**config.mk**
```make
export PLATFORM = sky130hd
export DESIGN_NAME = adc_channel_calibration_scaler
export DESIGN_NICKNAME = d
export VERILOG_FILES = /design/src/hdl/adccal_pkg.sv /design/src/hdl/adc_channel_calibration_scaler.sv
export SDC_FILE = /design/constraint.sdc
export NUM_CORES = 1
export LEC_CHECK = 0
export BUFFER_PORTS_ARGS = -buffer_cell sky130_fd_sc_hd__buf_2
export CAP_MARGIN = 0
export CORE_ASPECT_RATIO = 0.75
export CORE_MARGIN = 1
export CORE_UTILIZATION = 35
export CTS_CLUSTER_SIZE = 30
export DETAILED_ROUTE_END_ITERATION = 10
export HOLD_SLACK_MARGIN = 0.02
export PLACE_DENSITY = 0.61
export RECOVER_POWER = 100
export SYNTH_ARGS = -nofsm -noshare
export SYNTH_HDL_FRONTEND = slang
export SYNTH_SLANG_ARGS = --single-unit
```
**constraint.sdc**
```tcl
create_clock -name clk -period 7.6 [get_ports clk]
set_clock_uncertainty 0.1 [all_clocks]
set_input_delay 0.76 -clock clk [delete_from_list [all_inputs] [get_ports clk]]
set_output_delay 0.76 -clock clk [all_outputs]
set_load 0.01 [all_outputs]
```
**src/hdl/adccal_pkg.sv**
```systemverilog
package adccal_pkg;

    // Field widths of the sample path and the channel number.
    localparam int DATA_W = 12;
    localparam int CH_W   = 4;
    localparam int NUM_W  = 2 * DATA_W;

    // Width used to compare a channel number against the channel count.
    localparam int CH_EXT_W = 7;

    // Full-scale output code and default channel count.
    localparam logic [DATA_W-1:0] FULL_SCALE = 12'd4095;
    localparam int CHANNELS_DEF = 16;

    // Configuration register reset values.
    localparam logic [15:0]       ANALOG_MASK_RST = 16'hFFFF;
    localparam logic [DATA_W-1:0] MIN_SPAN_RST    = 12'd100;

    // Configuration register indexes (register i sits at byte address 4*i).
    localparam logic REG_ANALOG_MASK = 1'b0;
    localparam logic REG_MIN_SPAN    = 1'b1;

    // Stream payload widths.
    localparam int IN_DATA_W  = 16;
    localparam int OUT_DATA_W = 48;

    // Item actions carried in tuser.
    typedef enum logic [1:0] {
        ACT_CONVERT = 2'd0,
        ACT_START   = 2'd1,
        ACT_STOP    = 2'd2,
        ACT_NONE    = 2'd3
    } action_t;

    // Sequencer states.
    typedef enum logic [2:0] {
        ST_IDLE,
        ST_MODIFY,
        ST_SCALE,
        ST_DIV,
        ST_DONE
    } state_t;

endpackage

```
**src/hdl/adc_channel_calibration_scaler.sv**
```systemverilog
// Per-channel ADC range calibration and rescaling. Each item carries an action in tuser
// (convert, start calibration, stop calibration) and the channel and raw sample in tdata.
// Each item gives exactly one result item. An item passes through the modify, scale and
// done states, and a sample inside the calibrated range also through the divide state, the
// bit-serial restoring divider that forms the quotient one bit per cycle; commands,
// clamped or pass-through samples need no division. The block works on one item at a time:
// the range memory is read at acceptance, modified and written back before the next item is
// taken. A finished result waits in the output register, and the block takes the next item
// while it waits; a result that is finished while the previous one still waits holds the
// block until the sink takes it. Configuration registers (analog_mask at 0x0, min_span at
// 0x4) are written over the APB port; the user must write them only while the block is
// idle, which the block itself does not enforce. The range memory needs no clearing pass:
// a valid bit per channel makes an unwritten channel read as the full range.
module adc_channel_calibration_scaler #(
    parameter int CHANNELS = adccal_pkg::CHANNELS_DEF
) (
    input  logic                                clk,
    input  logic                                rst_n,

    // Input items.
    input  logic                                s_axis_tvalid,
    output logic                                s_axis_tready,
    // tdata: channel [3:0], sample [15:4]
    input  logic [adccal_pkg::IN_DATA_W-1:0]    s_axis_tdata,
    // tuser: action [1:0]
    input  logic [1:0]                          s_axis_tuser,

    // Result items.
    output logic                                m_axis_tvalid,
    input  logic                                m_axis_tready,
    // tdata: scaled_value [11:0], stored_min [23:12], stored_max [35:24],
    // calibrating [36], calibrating_channel [40:37], cal_rejected [41], zero [47:42]
    output logic [adccal_pkg::OUT_DATA_W-1:0]   m_axis_tdata,

    // Configuration port.
    input  logic                                psel,
    input  logic                                penable,
    input  logic                                pwrite,
    input  logic [2:0]                          paddr,
    input  logic [31:0]                         pwdata,
    output logic [31:0]                         prdata,
    output logic                                pready
);

    localparam int DW     = adccal_pkg::DATA_W;
    localparam int CW     = adccal_pkg::CH_W;
    localparam int NW     = adccal_pkg::NUM_W;
    localparam int EW     = adccal_pkg::CH_EXT_W;
    localparam int ADDR_W = (CHANNELS > 1) ? $clog2(CHANNELS) : 1;
    localparam logic [3:0] DIV_LAST = 4'(DW - 1);

    // Configuration registers.
    logic [15:0]   analog_mask_reg;
    logic [DW-1:0] min_span_reg;

    // Sequencer and capture state.
    adccal_pkg::state_t state_reg, state_next;
    logic          cap_active_reg, cap_active_next;
    logic [CW-1:0] cap_ch_reg, cap_ch_next;

    // Item registers.
    adccal_pkg::action_t act_reg;
    logic [CW-1:0]       ch_reg;
    logic [DW-1:0]       smp_reg;
    logic                ok_reg;
    logic [ADDR_W-1:0]   addr_reg;

    // Range memory, one {max, min} word per channel, and its valid bits.
    logic [2*DW-1:0]     range_mem [CHANNELS];
    logic [CHANNELS-1:0] valid_reg;
    logic [2*DW-1:0]     rd_data_reg;
    logic                rd_valid_reg;

    // Updated range and divider registers.
    logic [DW-1:0] lo_reg, hi_reg;
    logic          rej_reg;
    logic [DW-1:0] rem_reg, quo_reg, div_reg;
    logic [3:0]    cnt_reg;

    // Output register.
    logic                                out_valid_reg;
    logic [adccal_pkg::OUT_DATA_W-1:0]   out_data_reg;

    // Combinational helpers.
    logic              accept;
    logic              load_out;
    logic              cfg_wr;
    logic [CW-1:0]     in_ch;
    logic [EW-1:0]     rd_ch_ext;
    logic              rd_ok;
    logic [ADDR_W-1:0] rd_addr;
    logic [DW-1:0]     cur_lo, cur_hi;
    logic [DW-1:0]     new_lo, new_hi;
    logic              wr_en;
    logic              rej_next;
    logic              need_div;
    logic              range_ok;
    logic [DW-1:0]     scaled_next;
    logic [DW-1:0]     diff;
    logic [NW-1:0]     num;
    logic [DW:0]       trial;
    logic [DW:0]       shifted;

    // Configuration port: writes decode on paddr[2], reads return the register.
    assign pready = 1'b1;
    assign cfg_wr = psel && penable && pwrite && pready;

    always_comb
    begin
        case (paddr[2])
            adccal_pkg::REG_ANALOG_MASK: prdata = {16'd0, analog_mask_reg};
            default:                     prdata = {{(32 - DW){1'b0}}, min_span_reg};
        endcase
    end

    always_ff @(posedge clk or negedge rst_n)
    begin
        if (!rst_n)
        begin
            analog_mask_reg <= adccal_pkg::ANALOG_MASK_RST;
            min_span_reg    <= adccal_pkg::MIN_SPAN_RST;
        end
        else if (cfg_wr)
        begin
            case (paddr[2])
                adccal_pkg::REG_ANALOG_MASK: analog_mask_reg <= pwdata[15:0];
                default:                     min_span_reg    <= pwdata[DW-1:0];
            endcase
        end
    end

    // Control outputs of the sequencer.
    always_comb
    begin
        s_axis_tready = (state_reg == adccal_pkg::ST_IDLE);
        load_out      = (state_reg == adccal_pkg::ST_DONE) && (!out_valid_reg || m_axis_tready);
    end

    assign accept = s_axis_tvalid && s_axis_tready;

    // Next state of the sequencer.
    always_comb
    begin
        state_next = state_reg;
        case (state_reg)
            adccal_pkg::ST_IDLE:
            begin
                if (s_axis_tvalid)
                    state_next = adccal_pkg::ST_MODIFY;
            end
            adccal_pkg::ST_MODIFY:
                state_next = adccal_pkg::ST_SCALE;
            adccal_pkg::ST_SCALE:
            begin
                if (need_div)
                    state_next = adccal_pkg::ST_DIV;
                else
                    state_next = adccal_pkg::ST_DONE;
            end
            adccal_pkg::ST_DIV:
            begin
                if (cnt_reg == DIV_LAST)
                    state_next = adccal_pkg::ST_DONE;
            end
            adccal_pkg::ST_DONE:
            begin
                if (load_out)
                    state_next = adccal_pkg::ST_IDLE;
            end
            default:
                state_next = adccal_pkg::ST_IDLE;
        endcase
    end

    // Memory read address: a stop reports the capture channel, all else the item channel.
    always_comb
    begin
        in_ch = s_axis_tdata[CW-1:0];
        if (adccal_pkg::action_t'(s_axis_tuser) == adccal_pkg::ACT_STOP)
            rd_ch_ext = {{(EW - CW){1'b0}}, cap_ch_reg};
        else
            rd_ch_ext = {{(EW - CW){1'b0}}, in_ch};
        rd_ok   = rd_ch_ext < EW'(CHANNELS);
        rd_addr = rd_ch_ext[ADDR_W-1:0];
    end

    // Capture the item and read its channel's range.
    always_ff @(posedge clk)
    begin
        if (accept)
        begin
            act_reg      <= adccal_pkg::action_t'(s_axis_tuser);
            ch_reg       <= in_ch;
            smp_reg      <= s_axis_tdata[CW +: DW];
            ok_reg       <= rd_ok;
            addr_reg     <= rd_addr;
            rd_data_reg  <= rd_ok ? range_mem[rd_addr] : '0;
            rd_valid_reg <= rd_ok ? valid_reg[rd_addr] : 1'b0;
        end
    end

    // Read-modify: an unwritten or out-of-range channel holds the full range.
    always_comb
    begin
        if (ok_reg && rd_valid_reg)
        begin
            cur_lo = rd_data_reg[DW-1:0];
            cur_hi = rd_data_reg[2*DW-1:DW];
        end
        else
        begin
            cur_lo = '0;
            cur_hi = adccal_pkg::FULL_SCALE;
        end

        new_lo          = cur_lo;
        new_hi          = cur_hi;
        wr_en           = 1'b0;
        rej_next        = 1'b0;
        cap_active_next = cap_active_reg;
        cap_ch_next     = cap_ch_reg;

        case (act_reg)
            adccal_pkg::ACT_CONVERT:
            begin
                // Widen the captured range with a sample on the capture channel.
                if (cap_active_reg && (ch_reg == cap_ch_reg) && ok_reg)
                begin
                    if (smp_reg < cur_lo)
                        new_lo = smp_reg;
                    if (smp_reg > cur_hi)
                        new_hi = smp_reg;
                    wr_en = 1'b1;
                end
            end
            adccal_pkg::ACT_START:
            begin
                // Open an empty range on an analog channel.
                if (ok_reg && analog_mask_reg[ch_reg])
                begin
                    cap_active_next = 1'b1;
                    cap_ch_next     = ch_reg;
                    new_lo          = adccal_pkg::FULL_SCALE;
                    new_hi          = '0;
                    wr_en           = 1'b1;
                end
            end
            adccal_pkg::ACT_STOP:
            begin
                // Reject an empty or too narrow range and restore the full range.
                if (cap_active_reg && ok_reg)
                begin
                    if ((cur_lo >= cur_hi) || ((cur_hi - cur_lo) < min_span_reg))
                    begin
                        new_lo   = '0;
                        new_hi   = adccal_pkg::FULL_SCALE;
                        wr_en    = 1'b1;
                        rej_next = 1'b1;
                    end
                    cap_active_next = 1'b0;
                end
            end
            default:
            begin
                wr_en = 1'b0;
            end
        endcase
    end

    // Write back the range and keep it for scaling and reporting.
    always_ff @(posedge clk)
    begin
        if (state_reg == adccal_pkg::ST_MODIFY)
        begin
            lo_reg  <= new_lo;
            hi_reg  <= new_hi;
            rej_reg <= rej_next;
            if (wr_en)
                range_mem[addr_reg] <= {new_hi, new_lo};
        end
    end

    always_ff @(posedge clk or negedge rst_n)
    begin
        if (!rst_n)
        begin
            state_reg      <= adccal_pkg::ST_IDLE;
            cap_active_reg <= 1'b0;
            cap_ch_reg     <= '0;
            valid_reg      <= '0;
        end
        else
        begin
            state_reg <= state_next;
            if (state_reg == adccal_pkg::ST_MODIFY)
            begin
                cap_active_reg <= cap_active_next;
                cap_ch_reg     <= cap_ch_next;
                if (wr_en)
                    valid_reg[addr_reg] <= 1'b1;
            end
        end
    end

    // Scaling decision: clamp, pass through, or divide.
    always_comb
    begin
        range_ok    = lo_reg < hi_reg;
        diff        = smp_reg - lo_reg;
        num         = NW'(diff) * NW'(adccal_pkg::FULL_SCALE);
        need_div    = 1'b0;
        scaled_next = '0;
        if (act_reg == adccal_pkg::ACT_CONVERT)
        begin
            if (!range_ok)
                scaled_next = smp_reg;
            else if (smp_reg <= lo_reg)
                scaled_next = '0;
            else if (smp_reg >= hi_reg)
                scaled_next = adccal_pkg::FULL_SCALE;
            else
                need_div = 1'b1;
        end
    end

    // Restoring divider step: one quotient bit per cycle.
    always_comb
    begin
        shifted = {rem_reg, quo_reg[DW-1]};
        trial   = shifted - {1'b0, div_reg};
    end

    always_ff @(posedge clk)
    begin
        if (state_reg == adccal_pkg::ST_SCALE)
        begin
            cnt_reg <= '0;
            div_reg <= hi_reg - lo_reg;
            if (need_div)
            begin
                rem_reg <= num[NW-1:DW];
                quo_reg <= num[DW-1:0];
            end
            else
            begin
                rem_reg <= '0;
                quo_reg <= scaled_next;
            end
        end
        else if (state_reg == adccal_pkg::ST_DIV)
        begin
            cnt_reg <= cnt_reg + 4'd1;
            if (!trial[DW])
            begin
                rem_reg <= trial[DW-1:0];
                quo_reg <= {quo_reg[DW-2:0], 1'b1};
            end
            else
            begin
                rem_reg <= shifted[DW-1:0];
                quo_reg <= {quo_reg[DW-2:0], 1'b0};
            end
        end
    end

    // Output register: holds a finished result until the sink takes it.
    always_ff @(posedge clk or negedge rst_n)
    begin
        if (!rst_n)
            out_valid_reg <= 1'b0;
        else if (load_out)
            out_valid_reg <= 1'b1;
        else if (m_axis_tready)
            out_valid_reg <= 1'b0;
    end

    always_ff @(posedge clk)
    begin
        if (load_out)
            out_data_reg <= {6'd0, rej_reg, cap_ch_reg, cap_active_reg, hi_reg, lo_reg, quo_reg};
    end

    assign m_axis_tvalid = out_valid_reg;
    assign m_axis_tdata  = out_data_reg;

`ifndef SYNTHESIS
    // Only one item is in flight: an accepted item closes the input.
    assert property (@(posedge clk) disable iff (!rst_n)
        (s_axis_tvalid && s_axis_tready) |=> !s_axis_tready)
        else $error("input accepted while an item is in flight");

    // The divider only runs on a nonempty range.
    assert property (@(posedge clk) disable iff (!rst_n)
        (state_reg == adccal_pkg::ST_DIV) |-> (div_reg != '0))
        else $error("divider running with a zero divisor");

    // A waiting result is never overwritten.
    assert property (@(posedge clk) disable iff (!rst_n)
        load_out |-> (!out_valid_reg || m_axis_tready))
        else $error("result overwritten before it was taken");

    // A rejection only comes from a stop.
    assert property (@(posedge clk) disable iff (!rst_n)
        ((state_reg == adccal_pkg::ST_SCALE) && (act_reg != adccal_pkg::ACT_STOP)) |-> !rej_reg)
        else $error("calibration rejected on an item that is not a stop");
`endif

endmodule
```
# Word level (Yosys, flattened, before mapping)
# Memories as Yosys holds them, arrays and structs flattened. A register that Yosys moved wholly into a read port is not among the register bits.
# Index checks and enable logic that the tools add are counted.
op_classes:
  n_mul: 1
  mux: 56
  reduce_logical: 25
  bitwise: 2
  n_addsub: 5
  shift: 0
  n_lt_le_gt_ge: 12
  div: 0
  n_eq_ne: 14
op_table:
  columns: ["op", "n"]
  rows:
  - ["12-bit two-way mux", 23]
  - ["12-bit case mux with 3 select lines", 2]
  - ["12-bit less-than comparator", 3]
  - ["12-bit subtractor", 3]
  - ["12-bit >= comparator", 2]
  - ["12-bit by 12-bit multiplier with 24-bit output, second input constant", 1]
  - ["1-bit two-way mux", 19]
  - ["16-bit two-way mux", 1]
  - ["16-bit bitwise OR", 1]
  - ["4-bit by 5-bit less-than comparator with 1-bit output, second input constant", 3]
  - ["3-bit case mux with 5 select lines", 1]
  - ["13-bit by 12-bit subtractor with 13-bit output", 1]
  - ["12-bit greater-than comparator", 1]
  - ["12-bit <= comparator", 1]
  - ["3-bit two-way mux", 4]
  - ["1-bit logical AND", 10]
  - ["2-bit inequality test, second input constant", 5]
  - ["1-bit binary-select mux with 4-bit select", 2]
  - ["7-bit by 5-bit less-than comparator with 1-bit output, second input constant", 1]
  - ["3-bit by 2-bit == test with 1-bit output, second input constant", 2]
  - ["2-bit AND reduction", 3]
  - ["3-bit AND reduction", 2]
  - ["2-bit nonzero test", 3]
  - ["4-bit by 1-bit adder with 4-bit output, second input constant", 1]
  - ["17 further kinds", 20]
word_totals:
  romBits: 0
  ramBits: 384
  ff_bits: 184
  input_bits: 60
  out_inout_bits: 83
  latch_bits: 0
  wordCells: 137
  memories: 1
memory_table:
  columns: ["name", "words", "word_bits", "rd", "rd_ports_with_merged_regs", "write_ports", "line_no", "text"]
  rows:
  - ["range_mem", 16, 24, 1, 1, 1, "adc_channel_calibration_scaler.sv:69", "logic [2*DW-1:0] range_mem [CHANNELS];"]

# Longest topological paths before layout
# Gate-level depths: netlist of the first run.
logic_depth:
  word_depth: 11
  ltp_mapped: 31
  depth_no_buf: 30

# Worst setup path after synthesis of the first run
# No wires, ideal clock.
synth_path:
  path_type: "flip-flop to flip-flop"
  from: "register smp_reg[0]"
  to: "register rem_reg[11], data pin"
  path_stages_with_launch: 30
  required_ns: 7.347
  t_arrival_ns: 6.583
  n_path_buf: 0
  synth_period_minus_slack_ns: 6.837
  slack_ns: 0.763
  cell_sequence: "edfxtp_1 > inv_1 > ha_1 > inv_1 > fa_1 > nand3_1 > a21oi_1 > nor3_1 > o21a_1 > xnor2_1 > inv_1 > xnor2_1 > xnor2_1 > inv_1 > fa_1 > fa_1 > fa_1 > inv_1 > fa_1 > inv_1 > ha_1 > a2111oi_0 > o21ai_0 > a21oi_1 > o21ai_0 > a311oi_1 > o21bai_1 > a21oi_1 > xnor3_1 > o22ai_1"
synth_between:
  elab_chain_len: 7
  elab_cells_between_ends: 10
synth_lines:
  columns: ["element", "line_no", "text"]
  rows:
  - ["from (decl)", "adc_channel_calibration_scaler.sv:64", "logic [DW-1:0] smp_reg;"]
  - ["from (signal assigned)", "adc_channel_calibration_scaler.sv:194", "smp_reg <= s_axis_tdata[CW +: DW];"]
  - ["parallel branches: the longest is 5 deep, another holds 12-bit by 12-bit multiplier with 24-bit output", null, null]
  - ["12-bit two-way mux (*)", "adc_channel_calibration_scaler.sv:339", "if (need_div)"]
  - ["12-bit two-way mux (*)", "adc_channel_calibration_scaler.sv:335", "if (state_reg == adccal_pkg::ST_SCALE)"]
  - ["to (signal assigned)", "adc_channel_calibration_scaler.sv:341", "rem_reg <= num[NW-1:DW];"]
  - ["to (signal assigned)", "adc_channel_calibration_scaler.sv:355", "rem_reg <= trial[DW-1:0];"]
  - ["to (signal assigned)", "adc_channel_calibration_scaler.sv:360", "rem_reg <= shifted[DW-1:0];"]
  - ["to (decl)", "adc_channel_calibration_scaler.sv:77", "logic [DW-1:0] rem_reg, quo_reg, div_reg;"]
# Mark *: on every way between the ends.
# A chain may end at the register's enable or synchronous reset.

# Final worst setup path of the first run
layout_path:
  from: "register rd_valid_reg"
  to: "memory range_mem[12][0] (netlist name), data pin"
layout_between:
  elab_chain_len: 8
  elab_cells_between_ends: 14
layout_lines:
  columns: ["element", "line_no", "text"]
  rows:
  - ["from (decl)", "adc_channel_calibration_scaler.sv:72", "logic rd_valid_reg;"]
  - ["from (signal assigned)", "adc_channel_calibration_scaler.sv:198", "rd_valid_reg <= rd_ok ? valid_reg[rd_addr] : 1'b0;"]
  - ["1-bit logical AND (*)", "adc_channel_calibration_scaler.sv:205", "if (ok_reg && rd_valid_reg)"]
  - ["12-bit two-way mux", "adc_channel_calibration_scaler.sv:205", null]
  - ["12-bit subtractor", "adc_channel_calibration_scaler.sv:253", "if ((cur_lo >= cur_hi) || ((cur_hi - cur_lo) < min_span_reg))"]
  - ["12-bit less-than comparator", "adc_channel_calibration_scaler.sv:253", null]
  - ["1-bit logical OR", "adc_channel_calibration_scaler.sv:253", null]
  - ["12-bit two-way mux", "adc_channel_calibration_scaler.sv:253", null]
  - ["12-bit two-way mux", "adc_channel_calibration_scaler.sv:251", "if (cap_active_reg && ok_reg)"]
  - ["12-bit case mux with 3 select lines (*)", "adc_channel_calibration_scaler.sv:223", "case (act_reg)"]
  - ["net new_lo[0]", "adc_channel_calibration_scaler.sv:93", "logic [DW-1:0] new_lo, new_hi;"]
  - ["to (decl)", "adc_channel_calibration_scaler.sv:69", null]
# Mark *: on every way through the listed nets, which the timed path passes. The rest lies on a longest branch.

==> results of run 1 <==
==> layout make-up <==
class	count	area, um2
multi-input combinational	1639	11500
inverter	188	708
timing repair buffer	177	896
clock inverter	33	358
tap	1128	1410
fill	8072	50700
antenna	3	7.51
sequential	591	17500
clock buffer	70	1450
==> final timing paths <==
check,from,to,slack (ns),cells past startpoint
max reg2reg,rd_valid_reg,range_mem[12][0],0.40,21
min in group asynchronous,rst_n,valid_reg[7],1.03,2
max,rd_valid_reg,range_mem[12][0],0.40,21
min,s_axis_tdata[8],smp_reg[4],0.19,1
min reg2reg,rej_reg,m_axis_tdata[41],0.34,0
max in group asynchronous,rst_n,state_reg[2],4.73,2
==> synth_stat cells (28+ instances only) <==
library cell,instances,share of area [%]
clkbuf_1,85,1.1
ha_1,160,6.7
nand2_1,458,5.7
nand3_1,220,3.7
nand2b_1,29,0.60
a21oi_1,72,1.2
a21o_1,37,0.93
a311oi_1,51,1.5
o21ai_0,46,0.77
a31oi_1,31,0.65
inv_1,187,2.3
dfrtp_1,34,2.8
xnor2_1,50,1.5
xor2_1,29,0.85
and3_1,28,0.58
fa_1,55,3.7
mux2_2,46,1.7
edfxtp_1,534,53
nor2_1,76,0.95
==> per-stage QoR <==
stage,cells,hold slack (ns),setup slack [ns]
after floorplan,2555,0.300,0.763
final,3829,0.189,0.400
after CTS,3824,0.141,0.0559
after global placement,3721,0.307,0.312
after detailed placement,3721,0.321,0.115
after global routing,3828,0.160,0.0126
==> logic make-up after synthesis <==
group | Yosys count | share of synthesized area (%)
AOI/OAI and AO/OA | 356 | 8.30
xor gates and xnor gates | 86 | 2.70
adders and majority gates | 219 | 10.5
buffers and inverters | 325 | 4.40
DFF | 591 | 58.2
muxes | 77 | 2.97
other | 2 | 0.0250
and+or+nand+nor | 878 | 13.0
==> metal layers <==
metal,vias up,routed length (um),global-route usage (%),share of wire [%]
met1,9786,37800,27.5,47
met3,112,6270,3.74,7.9
met2,652,34000,26.3,43
met4,0,1640,4.31,2.1
met5,-,0,0,0
li1,9302,-,-,-
==> what timing repair did <==
item,CTS,global route
resized for setup,0,9
endpoints found under the hold margin,0,0
endpoints found under the setup margin,0,3
setup buffers,0,2
==> impl_metrics.csv, run 1 <==
group,metric,value,unit
status,status,"finished with violations",
route,drc,0,
sta,fmax,0.139,GHz
grt,grt-ovfl-total,0,
final_layout,final_cell_mix,"edfxtp_1 (534), nand2_1 (458), nand3_1 (220)",
sta,rsz0062_at_grt,"false",
die,boundaryPins,143,
clocking,cts-htree-levels,2,
grt,grt_pass1_vias,18951,
placed_design,post-dp-hpwl,51600,um
grt,grt_pass1_wl,120000,um
route,drt_pass1_iterations,5,
route,wirelength,79700,um
clocking,hold_buffers,0,
route,num_vias,19852,
clocking,clk_path_buf_depth,3,
clocking,cts_tree,"done",
yosys,yosys_warnings,0,
sta,finalSetupViolCount,0,
sta,timing.slew.headroom,-289,%
clocking,cts_buffers,56,
critical_path,endpoint_kind,"flop",
yosys,synth_edf_count,534,
sta,tightest_slew,5.83,ns
final_layout,design_area,0.0338,mm2
final_layout,area_delta_synth_final,12.6,%
die,rows,92,
sta,hold_violations,0,
critical_path,path_class,"flop to flop",
sta,fin_crit,7.20,ns
critical_path,critPathSlowestCell,"nor3_1",
clocking,clock_latency,0.65,ns
flow_run,drv_cap,8,
grt,grtUsageTotal,18.1,%
route,drt_iter0_markers,2188,
final_layout,largest_reg_flops,384,
critical_path,worstPathArrival,7.26,ns
die,fp.dieH,256,um
critical_path,cp_top_family,"compound AO/OA/AOI/OAI gates",
critical_path,path_max_fanout,17,
critical_path,critPathMaxStageDelay,1.43,ns
placed_design,gp_congestion,0.896,
yosys,avgSynthCellArea,11.9,um2
clocking,clk_pin_slew_worst_paths,0.07,ns
route,viasPerCell,5.18,
yosys,ys_ff_latch,591,
sta,maxSlewViolCount,361,
die,core-area,0.0845,mm2
sta,tns,0,ns
route,wl_per_cell,20.8,um
final_layout,layout-drive-gt1-share,10.7,%
critical_path,worstPathCellList,"clkbuf_1 > nand2_1 > inv_1 > ha_1 > nor2b_1 > o21ai_0 > a21boi_0 > o21ai_0 > nand2b_1 > a21o_1 > a41o_1 > o41ai_1 > xnor2_1 > ha_1 > nand3_1 > o22ai_1 > a211o_1 > a31o_1 > a31o_1 > nor3_1 > o311ai_2",
die,dieWidth,340,um
yosys,synth.distinct_cells,80,
placed_design,port_buffers,101,
yosys,ys_async_sr_fraction,8.97,%
yosys,postSynthCellCount,2534,
clocking,cts.sinks,591,
yosys,synth_area,0.0300,mm2
status,violations,"max-capacitance violations, max-slew violations",
worst_hold_path,hold_class,"input pin to flop",
critical_path,crit_buf_inv,2,
critical_path,cp-start-kind,"flop",
route,drtAntennaViolNets,0,
die,die_area,0.0870,mm2
yosys,synth-main-ff-cell,"edfxtp_1",
final_layout,final_common_cell,"edfxtp_1",
final_layout,utilization,40.0,%
die,start_util,35.5,%
clocking,cts_root_buffer,"clkbuf_16",
critical_path,worstPathRequired,7.66,ns
sta,fin_crit_sh,94.7,%
placed_design,placed_cell_area,0.0322,mm2
yosys,synth_seq_area_share,58.2,%
grt,grt_max_degree,147,
grt,antenna_found_initial,8,
final_layout,fin_nets,2928,
Power of run 1 is left out: the tool's default activity adds up to more than one toggle a clock period on the data nets, which glitch-free logic cannot reach.
==> inputs of run 2 (changes only) <==
- CORE_UTILIZATION: 35 -> 62
- PLACE_DENSITY: 0.61 -> 0.91
==> impl_metrics.csv, run 2 (synthesized netlist as in run 1, its figures left out) <==
group,metric,value,unit
critical_path,worstPathRequired,7.92,ns
critical_path,worstPathArrival,7.65,ns
final_layout,final_common_cell,"edfxtp_1",
critical_path,reg2reg_to,"rem_reg[11]",
flow_run,drv_cap,11,
critical_path,endpoint_kind,"flop",
worst_hold_path,min_from,"s_axis_tdata[13]",
status,status,"finished with violations",
sta,fmax,0.136,GHz
grt,grt_max_degree,201,
placed_design,post-dp-hpwl,50100,um
grt,antenna_found_initial,4,
sta,tns,0,ns
die,core-area,0.0476,mm2
final_layout,fin_nets,2917,
critical_path,timing.rr.start,"smp_reg[0]",
status,violations,"max-capacitance violations, max-slew violations",
sta,tightest_slew,3.32,ns
critical_path,path_max_fanout,4,
final_layout,layout-drive-gt1-share,10.4,%
final_layout,largest_reg_flops,384,
route,wl_per_cell,23.8,um
die,start_util,63.1,%
critical_path,r2r_cells,29,
clocking,cts_root_buffer,"clkbuf_16",
worst_hold_path,hold_depth,1,
route,drc,0,
critical_path,critPathMaxStageDelay,0.55,ns
worst_hold_path,hold_class,"input pin to flop",
die,die_area,0.0493,mm2
route,drt_pass1_iterations,7,
worst_hold_path,min_delay_worst_endpoint,"smp_reg[9]",
grt,grt-ovfl-total,0,
clocking,cts-htree-levels,2,
placed_design,gp_congestion,0.969,
die,rows,69,
sta,finalSetupViolCount,0,
grt,grt_pass1_wl,118000,um
die,boundaryPins,143,
final_layout,final_cell_mix,"edfxtp_1 (534), nand2_1 (458), nand3_1 (220)",
die,fp.dieH,193,um
final_layout,design_area,0.0331,mm2
die,dieWidth,256,um
final_layout,area_delta_synth_final,10.1,%
critical_path,path_class,"flop to flop",
route,viasPerCell,6.43,
sta,maxSlewViolCount,406,
placed_design,port_buffers,101,
critical_path,r2r_slack,0.27,ns
clocking,cts.sinks,591,
clocking,cts_tree,"done",
critical_path,cp-start-kind,"flop",
clocking,cts_buffers,53,
route,drt_iter0_markers,3416,
sta,hold_violations,0,
clocking,clock_latency,0.62,ns
placed_design,placed_cell_area,0.0314,mm2
critical_path,critPathSlowestCell,"fa_1",
placed_design,place_inst,3221,
grt,grtUsageTotal,31.7,%
final_layout,seqCellArea,0.0175,mm2
final_layout,fillers,3136,
route,drtAntennaViolNets,0,
sta,fin_crit,7.33,ns
clocking,clk_path_buf_depth,3,
sta,fin_crit_sh,96.5,%
grt,grt_pass1_vias,20772,
sta,timing.slew.headroom,-122,%
route,wirelength,79200,um
sta,fin_hold_ws,0.229,ns
clocking,clk_pin_slew_worst_paths,0.07,ns
final_layout,stdcell_count,3324,
route,num_vias,21384,
final_layout,multi_input_area,0.0115,mm2
## run 2: changes by cell type in the layout (fill, tap and decap cells not counted), sizes merged
cell | before | now
clkbuf | 184 | 191
clkinvlp | 6 | 2
inv | 190 | 187
clkinv | 20 | 14
diode | 3 | 1
buf | 63 | 59
bufinv | 5 | 1
## run 2: cell type report
type	instances	area share [%]
clock buffers	81	4.70
multi-input cells	1639	34.9
well taps	639	2.42
clock inverters	16	0.469
inverters	188	2.14
repair buffers	169	2.56
flip-flops and latches	591	52.8
diodes	1	0.00757
## run 2: stage by stage
stage	util, %	worst slack [ns]
CTS	69.7	0.0720
global placement	66.1	0.257
detailed placement	66.1	0.117
finish	69.5	0.267
floorplan	-	0.763
global route	69.5	-0.0610
## run 2: worst max path at each step
| stage | start | end | cells after the start |
|---|---|---|---|
| floorplan | smp_reg[0] | rem_reg[11] | 29 |
| global placement | smp_reg[0] | rem_reg[11] | 29 |
| detailed placement | smp_reg[0] | rem_reg[11] | 29 |
| CTS | smp_reg[0] | rem_reg[11] | 29 |
| global route | smp_reg[0] | rem_reg[11] | 29 |
| finish | smp_reg[0] | rem_reg[11] | 29 |
## run 2: worst max-delay path: cells and delay by family (launching register included)
kind / cells / cell delay (ns)
and+or+nand+nor: 2 / 0.41
xor gates and xnor gates: 4 / 0.86
buffers and inverters: 6 / 0.58
DFF: 1 / 0.46
AOI/OAI and AO/OA: 10 / 1.79
adders and majority gates: 7 / 2.93
## run 2: repair_timing
action,4_1_cts,5_1_grt
gates cloned,0,0
hold buffers,0,0
pin swaps,1,6
gates resized for setup,1,22
setup buffers,1,2
endpoints found under the setup margin,1,7
## run 2: per-layer routing
metal / wire length, um / up-vias / GRT usage, %
li1: - / 9259 / -
met1: 30200 / 10395 / 43.9
met2: 36700 / 1508 / 50.6
met3: 9590 / 222 / 5.54
met4: 2680 / 0 / 12.0
met5: 0 / - / 0
Power of run 2 is left out for the same reason.
